<file path="src/hdl/uadh_pkg.sv">
// Shared types and constants for the usage alarm with dwell hysteresis.
// Used by the divider, the top level and the port checker; no dependencies.
`timescale 1ns / 1ps
`default_nettype none

package uadh_pkg;

  // Full scale of a percentage.
  localparam logic [6:0] PCT_FULL = 7'd100;

  // Field widths fixed by the interface.
  localparam int SIZE_W = 32;
  localparam int PCT_W  = 7;
  localparam int TIME_W = 16;
  localparam int IVL_W  = 12;
  localparam int CFG_IDX_W  = 3;
  localparam int CFG_DATA_W = 16;

  // Dividend is 100 * free, which needs 7 more bits than free.
  localparam int DVD_W    = SIZE_W + PCT_W;
  localparam int STEP_W   = $clog2(DVD_W);

  // Configuration register indexes.
  typedef enum logic [CFG_IDX_W-1:0] {
    CFG_RAISE_PCT  = 3'd0,
    CFG_RAISE_TIME = 3'd1,
    CFG_CLEAR_PCT  = 3'd2,
    CFG_CLEAR_TIME = 3'd3,
    CFG_INTERVAL   = 3'd4
  } cfg_idx_t;

  // Sequencer states of the top level.
  typedef enum logic [2:0] {
    ST_IDLE,
    ST_DIV,
    ST_COUNT,
    ST_PROD,
    ST_DONE
  } state_t;

  // Divider status toward the sequencer.
  typedef struct packed {
    logic             done;
    logic [PCT_W-1:0] used;
  } div_res_t;

endpackage

`default_nettype wire

</file>
<file path="src/hdl/uadh_div.sv">
// Bit-serial restoring divider that turns free and total sizes into used percent.
// Depends on uadh_pkg for widths, the full-scale constant and the result struct.
`timescale 1ns / 1ps
`default_nettype none

module uadh_div (
  input  wire logic                          clk,
  input  wire logic                          rst,
  input  wire logic                          start,
  input  wire logic [uadh_pkg::SIZE_W-1:0]   free_size,
  input  wire logic [uadh_pkg::SIZE_W-1:0]   total_size,
  output uadh_pkg::div_res_t                 res
);

  localparam int DVD_W  = uadh_pkg::DVD_W;
  localparam int SIZE_W = uadh_pkg::SIZE_W;
  localparam int PCT_W  = uadh_pkg::PCT_W;
  localparam int STEP_W = uadh_pkg::STEP_W;
  localparam logic [STEP_W-1:0] STEP_LAST = STEP_W'(DVD_W - 1);

  logic              busy;
  logic              done;
  logic [STEP_W-1:0] step;
  logic [DVD_W-1:0]  dvd;
  logic [SIZE_W-1:0] dsr;
  logic [SIZE_W-1:0] rem;
  logic [PCT_W-1:0]  quo;
  logic              ovf;

  logic [SIZE_W:0]   trial;
  logic [SIZE_W:0]   diff;
  logic              fits;
  logic              sat;

  // One quotient bit per cycle: shift the next dividend bit into the remainder.
  always_comb begin
    trial = {rem, dvd[DVD_W-1]};
    diff  = trial - {1'b0, dsr};
    fits  = trial >= {1'b0, dsr};
  end

  always_ff @(posedge clk) begin
    if (rst) begin
      busy <= 1'b0;
      done <= 1'b0;
    end else begin
      done <= 1'b0;
      if (start) begin
        busy <= 1'b1;
      end else if (busy && step == '0) begin
        busy <= 1'b0;
        done <= 1'b1;
      end
    end
  end

  always_ff @(posedge clk) begin
    if (start) begin
      dvd  <= DVD_W'(free_size) * DVD_W'(uadh_pkg::PCT_FULL);
      dsr  <= total_size;
      rem  <= '0;
      quo  <= '0;
      ovf  <= 1'b0;
      step <= STEP_LAST;
    end else if (busy) begin
      rem  <= fits ? diff[SIZE_W-1:0] : trial[SIZE_W-1:0];
      dvd  <= {dvd[DVD_W-2:0], 1'b0};
      quo  <= {quo[PCT_W-2:0], fits};
      // A set bit leaving the top of the quotient means the free percent is above 127.
      ovf  <= ovf | quo[PCT_W-1];
      step <= step - 1'b1;
    end
  end

  always_comb begin
    sat      = ovf || (quo >= uadh_pkg::PCT_FULL);
    res.done = done;
    res.used = sat ? '0 : (uadh_pkg::PCT_FULL - quo);
  end

endmodule

`default_nettype wire

</file>
<file path="src/hdl/usage_alarm_with_dwell_hysteresis_top.sv">
// Path: a nonzero total runs the 39-step divide (ST_DIV), then ST_COUNT and, except for the
// first such sample after reset, ST_PROD for the dwell product, before ST_DONE; a zero
// total goes straight to ST_DONE. One sample at a time: the next is taken once the block is
// back in idle, and a finished result waiting in the output register does not hold it off.
// Reset (rst, synchronous, active high) restores the register defaults, marks the first
// sample as pending, returns the alarm to normal and clears the run counter.
`timescale 1ns / 1ps
`default_nettype none

module usage_alarm_with_dwell_hysteresis_top #(
  parameter int COUNT_BITS = 16
) (
  input  wire logic                              clk,
  input  wire logic                              rst,
  // Sample channel.
  input  wire logic                              in_valid,
  output logic                                   in_stall,
  input  wire logic [uadh_pkg::SIZE_W-1:0]       free_size,
  input  wire logic [uadh_pkg::SIZE_W-1:0]       total_size,
  // Result channel.
  output logic                                   out_valid,
  input  wire logic                              out_stall,
  output logic [uadh_pkg::PCT_W-1:0]             used_percent,
  output logic                                   overloaded,
  output logic                                   raise_event,
  output logic                                   clear_event,
  output logic                                   evaluated,
  output logic                                   total_zero,
  // Configuration write channel.
  input  wire logic                              cfg_valid,
  output logic                                   cfg_ready,
  input  wire logic [uadh_pkg::CFG_IDX_W-1:0]    cfg_index,
  input  wire logic [uadh_pkg::CFG_DATA_W-1:0]   cfg_data
);

  localparam int PCT_W  = uadh_pkg::PCT_W;
  localparam int TIME_W = uadh_pkg::TIME_W;
  localparam int IVL_W  = uadh_pkg::IVL_W;
  // The dwell product is the run count times the sample interval.
  localparam int PROD_W = COUNT_BITS + IVL_W;
  localparam logic [COUNT_BITS-1:0] CNT_MAX = {COUNT_BITS{1'b1}};

  // Configuration registers.
  logic [PCT_W-1:0]  raise_percent;
  logic [TIME_W-1:0] raise_time;
  logic [PCT_W-1:0]  clear_percent;
  logic [TIME_W-1:0] clear_time;
  logic [IVL_W-1:0]  sample_interval;

  // Alarm state.
  logic                  first_pending;
  logic                  overload_state;
  logic [COUNT_BITS-1:0] run_count;

  // Per-sample working registers.
  uadh_pkg::state_t      state;
  uadh_pkg::state_t      state_next;
  logic [PCT_W-1:0]      used_r;
  logic                  eval_r;
  logic                  tz_r;
  logic [PROD_W-1:0]     prod;

  logic                  in_xfer;
  logic                  div_start;
  logic                  out_free;
  logic                  cond;
  logic                  hit;
  logic [TIME_W-1:0]     need;
  uadh_pkg::div_res_t    div_res;

  // Always takes a write; the user must make writes only while the block is idle, unchecked.
  assign cfg_ready = 1'b1;

  always_ff @(posedge clk) begin
    if (rst) begin
      raise_percent   <= PCT_W'(80);
      raise_time      <= TIME_W'(60);
      clear_percent   <= PCT_W'(60);
      clear_time      <= TIME_W'(60);
      sample_interval <= IVL_W'(1);
    end else if (cfg_valid && cfg_ready) begin
      unique case (cfg_index)
        uadh_pkg::CFG_RAISE_PCT:  raise_percent   <= cfg_data[PCT_W-1:0];
        uadh_pkg::CFG_RAISE_TIME: raise_time      <= cfg_data[TIME_W-1:0];
        uadh_pkg::CFG_CLEAR_PCT:  clear_percent   <= cfg_data[PCT_W-1:0];
        uadh_pkg::CFG_CLEAR_TIME: clear_time      <= cfg_data[TIME_W-1:0];
        uadh_pkg::CFG_INTERVAL:   sample_interval <= cfg_data[IVL_W-1:0];
        default: ;
      endcase
    end
  end

  // A sample transfer happens only in idle. A zero total skips the divider entirely.
  assign in_stall  = (state != uadh_pkg::ST_IDLE);
  assign in_xfer   = in_valid && !in_stall;
  assign div_start = in_xfer && (total_size != '0);

  // The output register can take a new result when empty or being drained this cycle.
  assign out_free  = !out_valid || !out_stall;

  uadh_div u_div (
    .clk        (clk),
    .rst        (rst),
    .start      (div_start),
    .free_size  (free_size),
    .total_size (total_size),
    .res        (div_res)
  );

  // While normal the counter runs on high usage; while overloaded it runs on low usage.
  // Thresholds above 100 fall out naturally from the 7-bit compares.
  always_comb begin
    cond = overload_state ? (used_r < clear_percent) : (used_r >= raise_percent);
    need = overload_state ? clear_time : raise_time;
    hit  = eval_r && (prod >= PROD_W'(need));
  end

  always_ff @(posedge clk) begin
    if (rst) begin
      state <= uadh_pkg::ST_IDLE;
    end else begin
      state <= state_next;
    end
  end

  always_comb begin
    state_next = state;
    unique case (state)
      uadh_pkg::ST_IDLE: begin
        if (in_xfer) begin
          state_next = (total_size == '0) ? uadh_pkg::ST_DONE : uadh_pkg::ST_DIV;
        end
      end
      uadh_pkg::ST_DIV: begin
        if (div_res.done) begin
          state_next = uadh_pkg::ST_COUNT;
        end
      end
      uadh_pkg::ST_COUNT: begin
        state_next = first_pending ? uadh_pkg::ST_DONE : uadh_pkg::ST_PROD;
      end
      uadh_pkg::ST_PROD: begin
        state_next = uadh_pkg::ST_DONE;
      end
      uadh_pkg::ST_DONE: begin
        if (out_free) begin
          state_next = uadh_pkg::ST_IDLE;
        end
      end
      default: state_next = uadh_pkg::ST_IDLE;
    endcase
  end

  // Alarm state: the first nonzero-total sample only clears the pending flag; later ones
  // update the run counter, and the dwell test commits together with the result transfer
  // into the output register.
  always_ff @(posedge clk) begin
    if (rst) begin
      first_pending  <= 1'b1;
      overload_state <= 1'b0;
      run_count      <= '0;
    end else begin
      if (state == uadh_pkg::ST_COUNT) begin
        if (first_pending) begin
          first_pending <= 1'b0;
        end else if (cond) begin
          if (run_count != CNT_MAX) begin
            run_count <= run_count + 1'b1;
          end
        end else begin
          run_count <= '0;
        end
      end
      if (state == uadh_pkg::ST_DONE && out_free && hit) begin
        run_count      <= '0;
        overload_state <= !overload_state;
      end
    end
  end

  // Working registers for the sample in flight.
  always_ff @(posedge clk) begin
    if (in_xfer) begin
      used_r <= '0;
      eval_r <= 1'b0;
      tz_r   <= (total_size == '0);
    end
    if (state == uadh_pkg::ST_DIV && div_res.done) begin
      used_r <= div_res.used;
    end
    if (state == uadh_pkg::ST_COUNT) begin
      eval_r <= !first_pending;
    end
    if (state == uadh_pkg::ST_PROD) begin
      prod <= PROD_W'(run_count) * PROD_W'(sample_interval);
    end
  end

  // Output register: holds a finished result until its transfer.
  always_ff @(posedge clk) begin
    if (rst) begin
      out_valid <= 1'b0;
    end else if (state == uadh_pkg::ST_DONE && out_free) begin
      out_valid <= 1'b1;
    end else if (!out_stall) begin
      out_valid <= 1'b0;
    end
  end

  always_ff @(posedge clk) begin
    if (state == uadh_pkg::ST_DONE && out_free) begin
      used_percent <= used_r;
      overloaded   <= overload_state ^ hit;
      raise_event  <= hit && !overload_state;
      clear_event  <= hit && overload_state;
      evaluated    <= eval_r;
      total_zero   <= tz_r;
    end
  end

endmodule

`default_nettype wire

</file>
<file path="config.mk">
export PLATFORM = sky130hd
export DESIGN_NAME = usage_alarm_with_dwell_hysteresis_top
export DESIGN_NICKNAME = d
export VERILOG_FILES = /design/src/hdl/uadh_pkg.sv /design/src/hdl/uadh_div.sv /design/src/hdl/usage_alarm_with_dwell_hysteresis_top.sv
export SDC_FILE = /design/constraint.sdc
export NUM_CORES = 1
export LEC_CHECK = 0
export BUFFER_PORTS_ARGS = -buffer_cell sky130_fd_sc_hd__buf_2
export CAP_MARGIN = 25
export CORE_AREA = 2 2 352 249
export CTS_CLUSTER_DIAMETER = 150
export CTS_CLUSTER_SIZE = 16
export DETAILED_ROUTE_END_ITERATION = 10
export DIE_AREA = 0 0 354 251
export GPL_TIMING_DRIVEN = 0
export PLACE_DENSITY = 0.42
export SLEW_MARGIN = 15
export SYNTH_ARGS = -nofsm -noshare
export SYNTH_HDL_FRONTEND = slang
export SYNTH_SLANG_ARGS = --single-unit
</file>
<file path="constraint.sdc">
create_clock -name clk -period 15.5 [get_ports clk]
set_input_delay 1.55 -clock clk [delete_from_list [all_inputs] [get_ports clk]]
set_output_delay 1.55 -clock clk [all_outputs]
set_load 0.03 [all_outputs]
</file>
### Yosys cells after proc, flatten, opt, wreduce, memory -nomap -nowiden

Cells that the tools add are included.
Widths: inputs -> output; s select.

| word-level totals | value |
|---|---|
| register bits | 246 |
| bits of input ports | 88 |
| output and inout bits | 15 |
| word-level logic and storage cells | 114 |

| operators by class | value |
|---|---|
| add/subtract/negate cells | 4 |
| $mul | 2 |
| order comparisons | 5 |
| equal/unequal tests | 14 |
| multiplexer cells | 23 |
| bitwise logic cells | 3 |
| reductions and logical operators | 35 |

Operator list:

| cell | number |
|---|---|
| $mux 39 | 2 |
| $mux 16 | 3 |
| $mul 32x5->37 const B | 1 |
| $ge 33x32->1 | 1 |
| $logic_not 32->1 | 1 |
| $mux 32 | 1 |
| $reduce_bool 32->1 | 1 |
| $sub 32x32->32 | 1 |
| $ge 28x16->1 | 1 |
| $mul 16x12->28 | 1 |
| $mux 7 | 3 |
| $add 16x1->16 const B | 1 |
| $ne 16x16->1 const B | 1 |
| $mux 3 | 5 |
| $pmux 3 s5 | 1 |
| $eq 3x2->1 const B | 4 |
| $reduce_and 2->1 | 5 |
| $logic_and 1x1->1 | 9 |
| $mux 1 | 8 |
| $reduce_bool 2->1 | 4 |
| $ge 7x7->1 | 1 |
| $ge 7x7->1 const B | 1 |
| $lt 7x7->1 | 1 |
| $sub 7x7->7 const A | 1 |
| other kinds (15) | 28 |

### Logic depth before layout (Yosys ltp)

| depth | value |
|---|---|
| depth after elaboration | 5 |
| depth in mapped cells | 24 |
| mapped depth without buffers | 22 |

### By module

From an unflattened synthesis, not the netlist that was laid out.

| second synthesis, totals | value |
|---|---|
| cell total of the unflattened synthesis | 2,409 |
| area, all modules | 21,824.7 um2 |

By module, submodules not included:

| module | instances | cells each | area an instance (um2) | sequential area each (um2) |
|---|---|---|---|---|
| usage_alarm_with_dwell_hysteresis_top | 1 | 1,331 | 11,882.6 | 3,072.9 |
| uadh_div | 1 | 1,078 | 9,942.0 | 3,032.9 |

### Worst setup path after synthesis

Ideal clock, no wire load.

| timing path | value |
|---|---|
| kind | register to register |
| start point | register sample_interval[5] |
| end point | register prod[27], data pin |
| setup time | 0.260 ns |
| arrival | 5.708 ns |
| data required time | 15.240 ns |
| path slack | 9.532 ns |
| cell stages (with the launch flop) | 22 |
| buffers on the path | 2 |
| period minus slack after synthesis | 5.968 ns |
| cells stage by stage | dfxtp_1 clkbuf_1 clkbuf_1 nand2_1 fa_1 fa_1 inv_1 fa_1 fa_1 inv_1 fa_1 inv_1 ha_1 a2111oi_0 o21ai_0 a31o_2 a21oi_1 a311oi_1 a2111oi_0 o21bai_1 a21o_1 xnor2_1 |

| between the ends | value |
|---|---|
| cells in the longest elaborated chain, start to end | 1 |

RTL lines:

| element | RTL line | source |
|---|---|---|
| start: declaration | usage_alarm_with_dwell_hysteresis_top.sv:48 | `logic [IVL_W-1:0] sample_interval;` |
| start signal: assignment | usage_alarm_with_dwell_hysteresis_top.sv:87 | `uadh_pkg::CFG_INTERVAL: sample_interval <= cfg_data[IVL_W-1:0];` |
| $mul 16x12->28 | usage_alarm_with_dwell_hysteresis_top.sv:195 | `prod <= PROD_W'(run_count) * PROD_W'(sample_interval);` |
| end signal: assignment | usage_alarm_with_dwell_hysteresis_top.sv:195 |  |
| end: declaration | usage_alarm_with_dwell_hysteresis_top.sv:61 | `logic [PROD_W-1:0] prod;` |

No other way between the ends.
A chain may end at the register's enable or synchronous reset.

### Worst setup path after layout

| timing path | value |
|---|---|
| start point | register sample_interval[4] |
| end point | register prod[27], data pin |

Same word-level chain as after synthesis.

==> impl_metrics.toml <==
[clocking]
cts_sinks = 246
cts_made_buffers = 19
cts_max_path_buffers = 3
cts_hold_repair.buffers = 0
ctsResizeCount = 0
post-cts-setup-buffers = 0
cts_tree = "built"
cts-root-buf = "clkbuf_16"
cts_htree_levels = 1
clk_latency_ps = 540
clk_pin_slew_ps = 80

[timing]
clock_skew_ps = 39.2
period_share_pct = 45.8
max-slew-margin-rel_pct = 35.9
fmax_mhz = 141
setup_viol = 0
period_needed_ps = 7090
hold_violations = 0
fin_setup_tns_ps = 0
grt_setup_unrepaired = "no"
slew_viol_final = 0
max_slew.worst_pin.slew_ps = 951

[final_layout]
layout_common_cells = "384 x inv_1, 340 x nand2_1, 233 x ha_1"
fin_nets = 2976
drive_above_1_share_pct = 6.32
area_growth_pct = 12.1
finalNonFillerCells = 3650
final_common_cell = "inv_1"

[run_status]
outcome = "completed"

[floorplan]
ios = 103
coreArea_um2 = 85600
die_x_um = 354
dieHeight_um = 251
start_util_pct = 24.8
dieArea_um2 = 88900
rows = 90

[global_routing]
grt_max_degree = 33
grt_pass1_wl_um = 92300
grt_pass1_vias = 16200
gr-total-overflow = 0
grt_antenna_before_repair = 1
grtUsageTotal_pct = 13.0

[logic_synthesis]
synth-main-ff-cell = "dfxtp_1"
ys_types = 71
postSynthCellCount = 2360
synthesis.area_um2 = 21200
async_flop_share_pct = 0
synth-seq-area-share_pct = 28.7
ys_ff_latch = 246
ys.warnings.count = 0
synth_enable_flop_cells = 118
syn_area_per_cell_um2 = 9.00
synth_nets = 2849

[critical_path]
crit_path_start = "sample_interval[4]"
cp.arrival_ps = 7370
critPathKind = "reg2reg"
cpMostUsedCell = "fa_1"
path_max_fanout = 10
cp_top_family = "adder cells"
end_kind = "flip-flop"
crit_slowest_cell = "fa_1"
cp.buffers_inverters = 5
critical_path.cell_chain = "clkbuf_1, clkbuf_1, nand2_1, fa_1, fa_1, inv_1, fa_1, fa_1, inv_1, fa_1, inv_1, ha_1, a2111oi_0, o21ai_0, a31o_2, a21oi_1, a311oi_1, a2111oi_0, o21bai_1, a21o_1, xnor2_1"
worstPathRequired_ps = 15770
startpoint_type = "flip-flop"
slowest_delay_ps = 540
timing.rr.start = "sample_interval[4]"

[hold_path]
min_path_type = "reg2reg"
min_from = "tz_r"

[routing]
drc = 0
vias_per_cell = 4.47
routed_wl_um = 57000
dr.pass1.iters = 5
wire_per_inst_um = 15.6
vias = 16300
drt_iter0_drc = 840
ant_nets = 0

[pwr]
irDropWorstVdd_uv = 61.6
power.leakage_nw = 11.0
power_density_nw_per_um2 = 79.8

[placed_design]
placed_cells = 3614
port_buffers = 101
gp_congestion = 0.849
dp_hpwl_um = 46800

[run]
drv_cap = 0
-- power by group --
part	leakage, nW	switching (mW)	internal, mW
Clock	0.256	0.251	0.233
Sequential	2.17	0.0314	0.750
Combinational	8.63	0.382	0.254
Total	11.0	0.664	1.24
-- routing by layer --
layer | wire (um) | part of all wire (%) | track usage [%] | up-vias
met5 | 0 | 0 | 0 | -
met4 | 662 | 1.2 | 1.77 | 0
met3 | 3650 | 6.4 | 2.48 | 34
met2 | 21400 | 37 | 17.9 | 353
met1 | 31300 | 55 | 20.9 | 7889
li1 | - | - | - | 8028
-- final cells by class --
cell class | instances | area [um2]
clock buffer | 32 | 524
inverter | 384 | 1440
clock inverter | 1 | 11.3
multi-input combinational | 1640 | 13400
fill | 9237 | 61800
antenna | 1 | 2.50
tap | 1150 | 1440
timing repair buffer | 106 | 581
buffer | 90 | 358
sequential | 246 | 6110
-- worst paths after layout --
kind | end | slack [ps] | depth (start not counted)
setup / recovery | prod[27] | 8410 | 21
hold / removal | total_zero | 430 | 0
setup reg to reg | prod[27] | 8410 | 21
hold reg to reg | total_zero | 430 | 0
-- synth_stat cells (all sizes together), types with 14 or more instances --
cell / number / area share [%]
clkbuf: 80 / 1.4
mux2i: 48 / 2.3
and2: 79 / 2.3
a31oi: 15 / 0.44
xor2: 46 / 1.9
ha: 233 / 14
xnor2: 52 / 2.1
nor2b: 15 / 0.44
nor3: 22 / 0.52
edfxtp: 118 / 17
nor2: 95 / 1.7
nand3: 27 / 0.66
nand2: 341 / 6.0
dfxtp: 128 / 12
o21a: 23 / 0.81
o21ai: 108 / 2.6
a21o: 56 / 2.0
fa: 168 / 16
inv: 384 / 6.8
nand3b: 14 / 0.49
and3: 15 / 0.44
a21oi: 145 / 3.4
-- cell families after synthesis --
family / Yosys count / share of synthesized area, %
AND/OR/NAND/NOR: 659 / 14.2
buffers and inverters: 474 / 8.46
AO/OA/AOI/OAI: 432 / 12.7
adder cells (fa/ha/maj): 401 / 29.5
flip-flops: 246 / 28.7
XOR/XNOR: 98 / 4.04
multiplexers: 49 / 2.31
other: 1 / 0.0176
-- metrics by stage --
stage | setup slack (ps) | cell area (um2) | power [mW] | utilization, % | hold slack [ps]
floorplan | 9530 | 21200 | 1.25 | - | 400
global placement | 8460 | 23200 | 1.42 | 27.1 | 407
detailed placement | 8470 | 23300 | 1.43 | 27.2 | 406
CTS | 8460 | 23800 | 1.93 | 27.8 | 427
global route | 7690 | 23800 | 2.04 | 27.8 | 440
finish | 8410 | 23800 | 1.90 | 27.8 | 428
-- sequential cells by signal, indices dropped and copies added (netlist names), 12 cells and up --
name,cells
u_div.dvd,37
u_div.dsr,32
u_div.rem,32
prod,28
clear_time,16
raise_time,16
run_count,16
sample_interval,12
(Power assumes the default switching activity.)
